$ cat config.mk
export PLATFORM = sky130hd
export DESIGN_NAME = pvl_ctrl
export DESIGN_NICKNAME = d
export VERILOG_FILES = /design/src/hw/rtl/pvl_pkg.sv /design/src/hw/rtl/pvl_ctrl.sv
export SDC_FILE = /design/constraint.sdc
export NUM_CORES = 1
export LEC_CHECK = 0
export BUFFER_PORTS_ARGS = -buffer_cell sky130_fd_sc_hd__buf_2
export CAP_MARGIN = 20
export CORE_ASPECT_RATIO = 0.9
export CORE_MARGIN = 8
export CORE_UTILIZATION = 50
export CTS_BUF_LIST = sky130_fd_sc_hd__clkbuf_16
export DETAILED_ROUTE_END_ITERATION = 8
export PLACE_DENSITY = 0.78
export REMOVE_ABC_BUFFERS = 1
export SETUP_SLACK_MARGIN = 0.15
export SLEW_MARGIN = 20
export SYNTH_ARGS = -nofsm -noshare
export SYNTH_HDL_FRONTEND = slang
export SYNTH_SLANG_ARGS = --single-unit
$ cat constraint.sdc
create_clock -name clk -period 2.1 [get_ports clk]
set_input_delay 0.42 -clock clk [delete_from_list [all_inputs] [get_ports clk]]
set_output_delay 0.42 -clock clk [all_outputs]
set_load 0.02 [all_outputs]
$ cat src/hw/rtl/pvl_pkg.sv
`timescale 1ns / 1ps
// ----------------------------------------------------------------------------
// pvl_pkg
// shared types and constants of the periodic voronoi cell labeler
// ----------------------------------------------------------------------------
package pvl_pkg;

  // fixed arithmetic widths (seed coordinates never exceed 32 bits)
  localparam int PROD_W = 49;   // (2*i+1) * cell_size
  localparam int CEN_W  = 50;   // origin + product/2
  localparam int DIFF_W = 52;   // centre - seed - offset
  localparam int SQ_W   = 64;   // saturated square

  typedef enum logic {
    FUNC_LOAD     = 1'b0,
    FUNC_CLASSIFY = 1'b1
  } func_t;

  typedef enum logic [2:0] {
    REG_ORIGIN_X    = 3'd0,
    REG_ORIGIN_Y    = 3'd1,
    REG_CELL_SIZE_X = 3'd2,
    REG_CELL_SIZE_Y = 3'd3,
    REG_PERIOD_X    = 3'd4,
    REG_PERIOD_Y    = 3'd5,
    REG_GRAIN_COUNT = 3'd6
  } reg_idx_t;

  // periodic image offset along one axis
  typedef enum logic [1:0] {
    OFF_NEG,
    OFF_ZERO,
    OFF_POS
  } off_t;

  typedef enum logic [2:0] {
    ST_IDLE,
    ST_MUL,
    ST_CTR,
    ST_RUN,
    ST_DRAIN,
    ST_RESULT
  } state_t;

  typedef struct packed {
    logic [31:0] origin_x;
    logic [31:0] origin_y;
    logic [30:0] cell_size_x;
    logic [30:0] cell_size_y;
    logic [30:0] period_x;
    logic [30:0] period_y;
    logic [8:0]  grain_count;
  } cfg_t;

  typedef struct packed {
    logic start;     // classify accepted: capture indices, clear best
    logic mul_en;    // centre product
    logic ctr_en;    // centre sum
    logic load_we;   // seed load transfer
    logic issue;     // one image enters the distance pipeline
    logic last;      // final image of the search
    off_t a;         // x offset of the issued image
    off_t b;         // y offset of the issued image
  } dp_cmd_t;

  typedef struct packed {
    logic done;      // final image has passed the compare
  } dp_sts_t;

endpackage

$ cat src/hw/rtl/pvl_ctrl.sv
`timescale 1ns / 1ps
// ----------------------------------------------------------------------------
// pvl_ctrl
// sequencer: walks seeds and their nine periodic images, one per cycle
// ----------------------------------------------------------------------------
module pvl_ctrl
  import pvl_pkg::*;
#(
  parameter int MAX_SEEDS = 256
) (
  input  logic                                   clk,
  input  logic                                   rst,
  input  logic                                   in_valid,
  input  logic                                   in_func,
  input  logic [$clog2(MAX_SEEDS+1)-1:0]         count,
  input  dp_sts_t                                sts,
  input  logic                                   slot_free,
  output logic                                   in_ready,
  output dp_cmd_t                                cmd,
  output logic [((MAX_SEEDS>1)?$clog2(MAX_SEEDS):1)-1:0] n,
  output logic                                   result_load
);

  localparam int CNT_W = $clog2(MAX_SEEDS + 1);
  localparam int AW    = (MAX_SEEDS > 1) ? $clog2(MAX_SEEDS) : 1;

  state_t state, state_next;
  logic [CNT_W-1:0] n_cnt;
  off_t a_cnt, b_cnt;
  logic classify_req;

  function automatic off_t off_step(input off_t o);
    off_t r;
    unique case (o)
      OFF_NEG:  r = OFF_ZERO;
      OFF_ZERO: r = OFF_POS;
      default:  r = OFF_NEG;
    endcase
    return r;
  endfunction

  assign classify_req = in_valid && (func_t'(in_func) == FUNC_CLASSIFY);
  assign n = n_cnt[AW-1:0];

  always_ff @(posedge clk) begin
    if (rst) begin
      state <= ST_IDLE;
    end else begin
      state <= state_next;
    end
  end

  always_comb begin
    state_next = state;
    unique case (state)
      ST_IDLE: begin
        if (classify_req) begin
          state_next = (count == '0) ? ST_RESULT : ST_MUL;
        end
      end
      ST_MUL:    state_next = ST_CTR;
      ST_CTR:    state_next = ST_RUN;
      ST_RUN: begin
        if (cmd.last) state_next = ST_DRAIN;
      end
      ST_DRAIN: begin
        if (sts.done) state_next = ST_RESULT;
      end
      ST_RESULT: begin
        if (slot_free) state_next = ST_IDLE;
      end
      default:   state_next = ST_IDLE;
    endcase
  end

  always_comb begin
    cmd         = '0;
    cmd.a       = a_cnt;
    cmd.b       = b_cnt;
    in_ready    = 1'b0;
    result_load = 1'b0;
    unique case (state)
      ST_IDLE: begin
        in_ready    = 1'b1;
        cmd.start   = classify_req;
        cmd.load_we = in_valid && (func_t'(in_func) == FUNC_LOAD);
      end
      ST_MUL:    cmd.mul_en = 1'b1;
      ST_CTR:    cmd.ctr_en = 1'b1;
      ST_RUN: begin
        cmd.issue = 1'b1;
        cmd.last  = ((n_cnt + CNT_W'(1)) == count) && (a_cnt == OFF_POS) &&
                    (b_cnt == OFF_POS);
      end
      ST_RESULT: result_load = slot_free;
      default: ;
    endcase
  end

  // seed outer, x offset middle, y offset inner
  always_ff @(posedge clk) begin
    if (rst) begin
      n_cnt <= '0;
      a_cnt <= OFF_NEG;
      b_cnt <= OFF_NEG;
    end else if (cmd.start) begin
      n_cnt <= '0;
      a_cnt <= OFF_NEG;
      b_cnt <= OFF_NEG;
    end else if (cmd.issue) begin
      b_cnt <= off_step(b_cnt);
      if (b_cnt == OFF_POS) begin
        a_cnt <= off_step(a_cnt);
        if (a_cnt == OFF_POS) n_cnt <= n_cnt + CNT_W'(1);
      end
    end
  end

`ifndef SYNTHESIS
  a_issue_in_range: assert property (@(posedge clk) disable iff (rst)
    cmd.issue |-> (n_cnt < count))
    else $error("image issued past the seed count");

  a_last_drains: assert property (@(posedge clk) disable iff (rst)
    (cmd.issue && cmd.last) |=> (state == ST_DRAIN && !cmd.issue))
    else $error("issue continued after the final image");

  a_done_in_drain: assert property (@(posedge clk) disable iff (rst)
    sts.done |-> (state == ST_DRAIN))
    else $error("search completion outside drain");
`endif

endmodule

==> results.py, run 1 <==
metrics = {
    "yosys": {
        "synth_warnings": 0,
        "syn_avg_cell_area_um2": 7.89,
        "async_flop_share_pct": 0,
        "yosysUniqueCellTypes": 42,
        "synth-edff-count": 0,
        "ys_seq_area_share_pct": 28.4,
        "synth_area_um2": 1130,
        "netlist_instances": 143,
        "ys.flop_type": "dfxtp_1",
        "synth_seq_cells": 16,
    },
    "sta": {
        "rsz0062_at_grt": "yes",
        "fin_crit_ns": 2.08,
        "final.setup.tns_ns": 0,
        "setup_viol": 0,
        "worst-slew-pin-transition_ns": 0.416,
        "timing.fmax_ghz": 0.482,
        "period_share_pct": 98.9,
        "drv_slew": 0,
        "skew_ns": 0.000657,
        "fin_ws_ns": 0.0235,
        "slew_headroom_pct": 72.0,
        "hold_violations": 0,
    },
    "clock_tree": {
        "cts_buffer_depth": 2,
        "clockRootBuffer": "clkbuf_16",
        "cts_tree": "yes",
        "clkSlewWorstSetupHoldPaths_ns": 0.05,
        "cts.sinks": 16,
        "numCtsBuffers": 3,
        "h-tree-depth": 1,
        "clock_latency_ns": 0.25,
    },
    "global_routing": {
        "grt_start_max_net_pins": 14,
        "grt_pass1_wl_mm": 5.02,
        "overflow": 0,
        "grt_pass1_vias": 1077,
        "antenna_found_initial": 0,
        "grt_use_total_pct": 16.0,
    },
    "floorplanning": {
        "dieArea_um2": 4040,
        "io_pins": 35,
        "rows": 16,
        "core-area_um2": 2160,
        "die_h_um": 61.1,
        "initial_core_util_pct": 52.2,
        "die_w_um": 66.1,
    },
    "worst_setup_path": {
        "endpoint_kind": "output pin",
        "crit_type": "reg -> out",
        "required_ns": 1.68,
        "critPathLaunchType": "flop",
        "critical_path.max_fanout": 4,
        "arrival_ns": 1.66,
    },
    "placed_design": {
        "dp_hpwl_mm": 2.17,
        "dp.cells": 195,
        "place_ws_ns": 0.132,
        "port_buffers": 34,
        "gp_congestion": 0.887,
    },
    "run": {
        "drv_cap": 0,
    },
    "routing": {
        "routed_via_density": 5.49,
        "drt_iter0_drc": 63,
        "post_drt_wl_per_cell_um": 15.5,
        "wirelength_mm": 3.10,
        "vias": 1097,
        "ant_nets": 0,
        "dr.pass1.iters": 4,
        "drc": 0,
    },
    "pwr": {
        "p_per_area_nw_per_um2": 702,
        "peakVddDrop_v": 0.000531,
        "p_leak_nw": 0.642,
    },
    "run_status": {
        "status": "completed",
    },
    "layout": {
        "fin_cells": 200,
        "syn_to_final_growth_pct": 26.4,
        "diodes": 0,
        "nFillCells": 190,
        "final_common_cell": "buf_2",
        "drive_gt1_share_pct": 38.7,
        "final_cell_mix": "buf_2, nor2_1, xor2_1, nand2_1, dfxtp_1",
        "nNetsFinal": 191,
    },
    "worst_hold_path": {
        "hp-class": "in -> reg",
    },
}
[registers in the layout, indices dropped and copies added (netlist names)]
register and flops:
state 3, b_cnt 2, a_cnt 2, n_cnt 9
[routing by layer]
layer  track usage [%]  share of wire [%]  vias up
met3              4.91                6.1        4
li1                  -                  -      544
met5                 0                  0        -
met2              27.6                 50       36
met1              18.2                 43      513
met4              6.08               0.97        0
[worst max-delay path, cell delays in order (launching register included)]
cell     delay (ns)
dfxtp_4        0.36
and4_4         0.22
nand4_1        0.11
xnor2_1        0.16
nor3_1         0.21
and3_1         0.23
buf_6          0.13
[cells by family after synthesis]
kind of cell	after synthesis	synth area share, %
mux	1	0.887
flops	16	28.4
simple gates	70	33.7
buf+inv	19	12.2
fa+ha+maj	1	1.11
compound gates	16	8.20
xor+xnor	20	15.5
[worst paths after layout]
path	start	endpoint	slack (ns)	cells past startpoint
setup reg to reg	state[1]	n_cnt[8]	0.41	8
hold reg to reg	a_cnt[1]	a_cnt[1]	0.49	2
setup / recovery	n_cnt[5]	cmd[4]	0.02	6
hold / removal	rst	state[1]	0.37	2
[cell usage after synthesis (2+ instances only)]
library cell	instances	area (um2)
nor2_1	16	60.1
o22ai_1	2	12.5
nand4_1	6	37.5
buf_4	11	82.6
buf_2	2	10.0
nor2_2	5	31.3
nor3_1	7	35.0
dfxtp_1	16	320
nor3b_1	2	15.0
o21ai_0	2	10.0
nand2_1	12	45.0
a21oi_1	8	40.0
xor2_1	13	114
clkbuf_2	2	10.0
xnor2_1	7	61.3
nand3_1	2	10.0
and3_1	5	31.3
[power by group]
group	internal, W	switching, W	total [W]
logic	0.0000994	0.000162	0.000261
clock network	0.000250	0.000119	0.000369
registers	0.000323	0.0000477	0.000371
total	0.000673	0.000328	0.00100
[area by class of cell]
type                       count  area (um2)  area share [%]
clock buffer                   3        75.1            5.26
inverter                       2        8.76           0.614
multi-input combinational    108         719            50.4
sequential                    16         330            23.2
tap                           27        33.8            2.37
timing repair buffer          44         259            18.2
[stage by stage]
stage,power (W),utilization [%],instance area (um2),hold slack [ns]
2_1_floorplan,0.000538,-,1000,0.494
3_3_place_gp,0.000620,58.4,1260,0.477
3_5_place_dp,0.000634,58.4,1260,0.491
4_1_cts,0.00100,66.0,1430,0.368
5_1_grt,0.00105,66.0,1430,0.361
6_report,0.00100,66.0,1430,0.372
[timing repair]
action,CTS,global route
endpoints found under the hold margin,0,0
pin swaps,7,4
setup endpoints to repair,1,1
hold buffers,0,0
resized for setup,20,0
cloned,0,0
buffers inserted,2,0
(Power assumes the default switching activity.)
==> run 2: changes to the inputs <==
- GPL_TIMING_DRIVEN: unset -> 0
- SETUP_SLACK_MARGIN: 0.15 -> 0.05
- SKIP_LAST_GASP: unset -> 1
==> run 2 against run 1 <==
Net effect: fmax shrank 4.7%; combinational power down 5%; sequential share of layout area up 1.6 points; global-route usage decreased by 1.3 points; die area unchanged; clock-buffer cell count stayed put; first-iteration DRC count down 21%; final cell count down 1.5%; the run now ends with setup timing left.
==> results.py, run 2 (synthesized netlist as in run 1, its figures left out) <==
metrics = {
    "run_status": {
        "status": "finished, violations left",
        "violations": "setup timing",
    },
    "worst_setup_path": {
        "endpoint_kind": "output pin",
        "slowest_stage": "dfxtp_4",
        "critical_path.max_fanout": 6,
        "critPathLaunchType": "flop",
        "crit_type": "reg -> out",
        "arrival_ns": 1.76,
        "path_cells": "and4_4 -> nand4_1 -> xnor2_1 -> nor3_1 -> and3_1 -> buf_6",
        "required_ns": 1.68,
        "crit_path_max_incr_delay_ns": 0.38,
    },
    "layout": {
        "drive_gt1_share_pct": 36.5,
        "multi_input_area_um2": 691,
        "syn_to_final_growth_pct": 21.7,
        "final_cell_mix": "buf_2, nor2_1, xor2_1, nand2_1, dfxtp_1",
        "nNetsFinal": 187,
        "diodes": 0,
        "final_common_cell": "buf_2",
        "seq_area_um2": 340,
        "largest_reg_flops": 9,
        "largestRegisters": "n_cnt: 9 flops, state: 3 flops",
        "largest_register": "n_cnt",
        "fin_cells": 197,
        "nFillCells": 190,
    },
    "sta": {
        "drv_slew": 0,
        "setup_viol": 1,
        "hold_violations": 0,
        "fin_ws_ns": -0.0784,
        "timing.fmax_ghz": 0.459,
        "fin_crit_ns": 2.18,
        "worst-slew-pin-transition_ns": 0.349,
        "period_share_pct": 104,
        "rsz0062_at_grt": "yes",
        "slew_headroom_pct": 76.6,
        "hold_ws_ns": 0.372,
        "skew_ns": 0.00154,
    },
    "pwr": {
        "p_per_area_nw_per_um2": 717,
        "total_power_w": 0.000984,
        "peakVddDrop_v": 0.000608,
        "p_leak_nw": 0.618,
    },
    "floorplanning": {
        "core-area_um2": 2160,
        "die_w_um": 66.1,
        "die_h_um": 61.1,
        "initial_core_util_pct": 52.2,
        "dieArea_um2": 4040,
        "rows": 16,
        "io_pins": 35,
    },
    "placed_design": {
        "dp_hpwl_mm": 1.98,
        "dp.cells": 187,
        "port_buffers": 34,
        "gp_congestion": 0.912,
    },
    "routing": {
        "ant_nets": 0,
        "routed_via_density": 5.43,
        "vias": 1070,
        "drt_iter0_drc": 50,
        "dr.pass1.iters": 4,
        "wirelength_mm": 2.78,
        "post_drt_wl_per_cell_um": 14.1,
        "drc": 0,
    },
    "global_routing": {
        "antenna_found_initial": 0,
        "busiest_layer": "met2",
        "met3_usage_pct": 4.55,
        "use_met1_pct": 16.6,
        "grt_pass1_wl_mm": 4.63,
        "met2_usage_pct": 26.3,
        "grt_use_total_pct": 14.7,
        "grt_start_max_net_pins": 14,
        "overflow": 0,
        "grt_pass1_vias": 1018,
    },
    "worst_hold_path": {
        "hp-class": "in -> reg",
    },
    "clock_tree": {
        "clock_latency_ns": 0.25,
        "cts_tree": "yes",
        "clkSlewWorstSetupHoldPaths_ns": 0.05,
        "clockRootBuffer": "clkbuf_16",
        "cts_buffer_depth": 2,
        "numCtsBuffers": 3,
        "h-tree-depth": 1,
        "cts.sinks": 16,
        "cts_hold_buf": 0,
    },
    "run": {
        "drv_cap": 0,
    },
}
-- run 2: changes by cell type in the layout (fill, tap and decap cells not counted) --
| cell | before | now |
|---|---|---|
| dfxtp_4 | 2 | 5 |
| xnor2_4 | 1 | 0 |
| dfxtp_1 | 12 | 10 |
| and3_4 | 1 | 0 |
| clkinv_1 | 0 | 1 |
| buf_6 | 3 | 1 |
| buf_4 | 8 | 6 |
| dfxtp_2 | 2 | 1 |
| and3_1 | 4 | 5 |
| a211oi_2 | 1 | 0 |
| xnor2_1 | 6 | 7 |
| a211oi_1 | 0 | 1 |
-- run 2: layer usage --
layer	vias up	share of wire, %	wire [um]
met5	-	0	0
met2	32	49	1370
met3	7	6.4	178
met4	0	1.1	31
li1	537	-	-
met1	494	43	1200
-- run 2: report_power, final --
| part | internal, W | switching [W] | leakage, nW |
|---|---|---|---|
| logic | 0.0000950 | 0.000154 | 0.446 |
| registers | 0.000319 | 0.0000440 | 0.134 |
| clock network | 0.000253 | 0.000120 | 0.0385 |
| total | 0.000667 | 0.000317 | 0.618 |
-- run 2: final cells by class --
type	instances	area share [%]
Timing Repair Buffer	40	16.1
Multi-Input combinational cell	108	50.3
Clock inverter	1	0.273
Tap cell	27	2.46
Sequential cell	16	24.8
Inverter	2	0.638
Clock buffer	3	5.46
-- run 2: worst max-delay path, delay by kind of cell (launching register included) --
family,cells,cell delay (ns)
flops,1,0.38
simple gates,4,0.83
xor+xnor,1,0.16
buf+inv,1,0.14
-- run 2: what timing repair did --
item	CTS	global route
setup buffers	5	1
setup endpoints to repair	1	1
gates resized for setup	18	1
pin swaps	6	3
gates cloned	0	0
-- run 2: path summary, 6_finish.rpt --
path,slack [ns],cells past startpoint,end,start
worst max-delay path,-0.08,6,cmd[4],n_cnt[4]
worst min register to register,0.50,2,a_cnt[1],a_cnt[1]
worst max register to register,0.46,7,n_cnt[5],state[1]
worst min-delay path,0.37,2,state[1],rst
-- run 2: per-stage QoR --
| stage | worst slack (ns) | utilization (%) | setup TNS (ns) | instance area (um2) |
|---|---|---|---|---|
| floorplan | -0.00777 | - | -0.00777 | 1000 |
| global placement | -0.0819 | 55.7 | -0.0819 | 1200 |
| detailed placement | -0.149 | 55.7 | -0.149 | 1200 |
| CTS | -0.0428 | 63.0 | -0.0428 | 1360 |
| global route | -0.148 | 63.5 | -0.148 | 1370 |
| finish | -0.0784 | 63.5 | -0.0784 | 1370 |
==> run 3: changes to the inputs <==
- CORE_UTILIZATION: 50 -> 52
- CTS_BUF_LIST: sky130_fd_sc_hd__clkbuf_16 -> sky130_fd_sc_hd__clkbuf_8
- PLACE_DENSITY: 0.78 -> 0.86
==> run 3 against run 2 <==
Net effect: the flow still finishes with violations (setup timing); register-to-register slack better by 0.04 ns; final cell count increased by 2.0%; final area rose by 1.6%; clock power shrank 24%; highest routed layer unchanged.
==> results.py, run 3 (synthesized netlist as in run 1, its figures left out) <==
metrics = {
    "worst_setup_path": {
        "arrival_ns": 1.70,
        "critPathLaunchType": "flop",
        "required_ns": 1.68,
        "crit_end": "cmd[4]",
        "r2r_end": "n_cnt[4]",
        "reg2reg_from": "state[1]",
        "path_delay_family": "simple AND/OR/NAND/NOR gates",
        "critical_path.max_fanout": 5,
        "slowest_stage": "dfxtp_4",
        "startpoint": "n_cnt[5]",
        "endpoint_kind": "output pin",
        "crit_path_max_incr_delay_ns": 0.36,
        "crit_type": "reg -> out",
        "crit_buf_inv": 1,
        "reg2reg_depth": 7,
        "crit_cells": 6,
        "path_cells": "and4_4 -> nand4_1 -> xnor2_1 -> nor3_2 -> and3_4 -> buf_6",
        "r2r_setup_slack_ns": 0.50,
    },
    "sta": {
        "period_share_pct": 101,
        "worst-slew-pin-transition_ns": 0.356,
        "final.setup.tns_ns": -0.0193,
        "rsz0062_at_grt": "yes",
        "skew_ns": 0.00358,
        "drv_slew": 0,
        "hold_ws_ns": 0.344,
        "fin_crit_ns": 2.12,
        "setup_viol": 1,
        "fin_ws_ns": -0.0193,
        "hold_violations": 0,
        "slew_headroom_pct": 76.1,
        "timing.fmax_ghz": 0.472,
    },
    "routing": {
        "vias": 1071,
        "drt_iter0_drc": 33,
        "routed_via_density": 5.33,
        "dr.pass1.iters": 4,
        "post_drt_wl_per_cell_um": 14.4,
        "wirelength_mm": 2.89,
        "drc": 0,
        "ant_nets": 0,
    },
    "worst_hold_path": {
        "hp-class": "in -> reg",
    },
    "clock_tree": {
        "cts.sinks": 16,
        "cts_buffer_depth": 2,
        "numCtsBuffers": 3,
        "clockRootBuffer": "clkbuf_8",
        "clock_latency_ns": 0.26,
        "cts_tree": "yes",
        "h-tree-depth": 1,
        "clkSlewWorstSetupHoldPaths_ns": 0.07,
        "cts_hold_buf": 0,
    },
    "global_routing": {
        "antenna_found_initial": 0,
        "grt_start_max_net_pins": 14,
        "grt_pass1_wl_mm": 4.41,
        "overflow": 0,
        "grt_use_total_pct": 14.3,
        "grt_pass1_vias": 1012,
    },
    "layout": {
        "nNetsFinal": 191,
        "final_common_cell": "buf_2",
        "multi_input_area_um2": 701,
        "largest_reg_flops": 9,
        "syn_to_final_growth_pct": 23.7,
        "largestRegisters": "n_cnt: 9 flops, state: 3 flops",
        "diodes": 0,
        "nFillCells": 196,
        "drive_gt1_share_pct": 41.4,
        "fin_cells": 201,
        "final_cell_mix": "buf_2, nor2_1, xor2_1, nand2_1, buf_4",
        "seq_area_um2": 347,
        "design_area_um2": 1400,
        "largest_register": "n_cnt",
    },
    "placed_design": {
        "dp_hpwl_mm": 2.03,
        "placed_cell_area_um2": 1200,
        "dp.cells": 187,
        "gp_congestion": 0.770,
        "port_buffers": 34,
    },
    "run_status": {
        "status": "finished, violations left",
        "violations": "setup timing",
    },
    "floorplanning": {
        "io_pins": 35,
        "die_w_um": 65.1,
        "dieArea_um2": 3920,
        "core-area_um2": 2120,
        "rows": 16,
        "initial_core_util_pct": 53.2,
        "die_h_um": 60.2,
    },
    "run": {
        "drv_cap": 0,
    },
    "pwr": {
        "p_leak_nw": 0.630,
        "peakVddDrop_v": 0.000505,
        "p_per_area_nw_per_um2": 644,
    },
}
run 3: cell count changes in the layout (fill, tap and decap cells not counted), sizes merged:
cell	delta
clkbuf	+1
buf	+4
clkinv	-1
run 3: how the worst min path moves through the flow:
| stage | start | endpoint | slack (ns) | depth (start not counted) |
|---|---|---|---|---|
| 3_3_place_gp | a_cnt[1] | a_cnt[1] | 0.48 | 2 |
| 5_1_grt | rst | state[1] | 0.37 | 2 |
| 3_5_place_dp | a_cnt[0] | a_cnt[0] | 0.50 | 2 |
| 6_report | rst | state[1] | 0.34 | 2 |
| 4_1_cts | rst | state[1] | 0.35 | 2 |
| 2_1_floorplan | rst | state[1] | 0.49 | 1 |
run 3: metal layers:
layer	part of all wire (%)	track usage (%)	vias to the layer above
li1	-	-	541
met1	41	14.7	495
met2	52	26.3	31
met3	5.8	3.75	4
met4	1.6	7.14	0
met5	0	0	-
run 3: what timing repair did:
item / in CTS / in global routing
setup endpoints to repair: 1 / 1
buffers inserted: 6 / 4
pin swaps: 6 / 3
gates resized for setup: 18 / 6
run 3: power by group:
part | internal (W) | total [W] | switching, W
clock | 0.000167 | 0.000283 | 0.000116
sequential | 0.000320 | 0.000365 | 0.0000450
combinational | 0.0000954 | 0.000251 | 0.000156
total | 0.000583 | 0.000900 | 0.000317
run 3: per-stage QoR:
step / power (W) / util (%) / worst slack (ns)
final: 0.000900 / 65.8 / -0.0193
after global routing: 0.000946 / 65.8 / -0.0654
after CTS: 0.000899 / 63.5 / -0.0484
after detailed placement: 0.000626 / 56.7 / -0.146
after global placement: 0.000613 / 56.7 / -0.0921
after floorplan: 0.000538 / - / -0.00777
run 3: final cells by class:
type / instances / share of cell area [%]
clock buffers: 4 / 3.94
inverters: 2 / 0.627
multi-input cells: 108 / 50.2
flip-flops and latches: 16 / 24.8
well taps: 27 / 2.42
repair buffers: 44 / 18.0
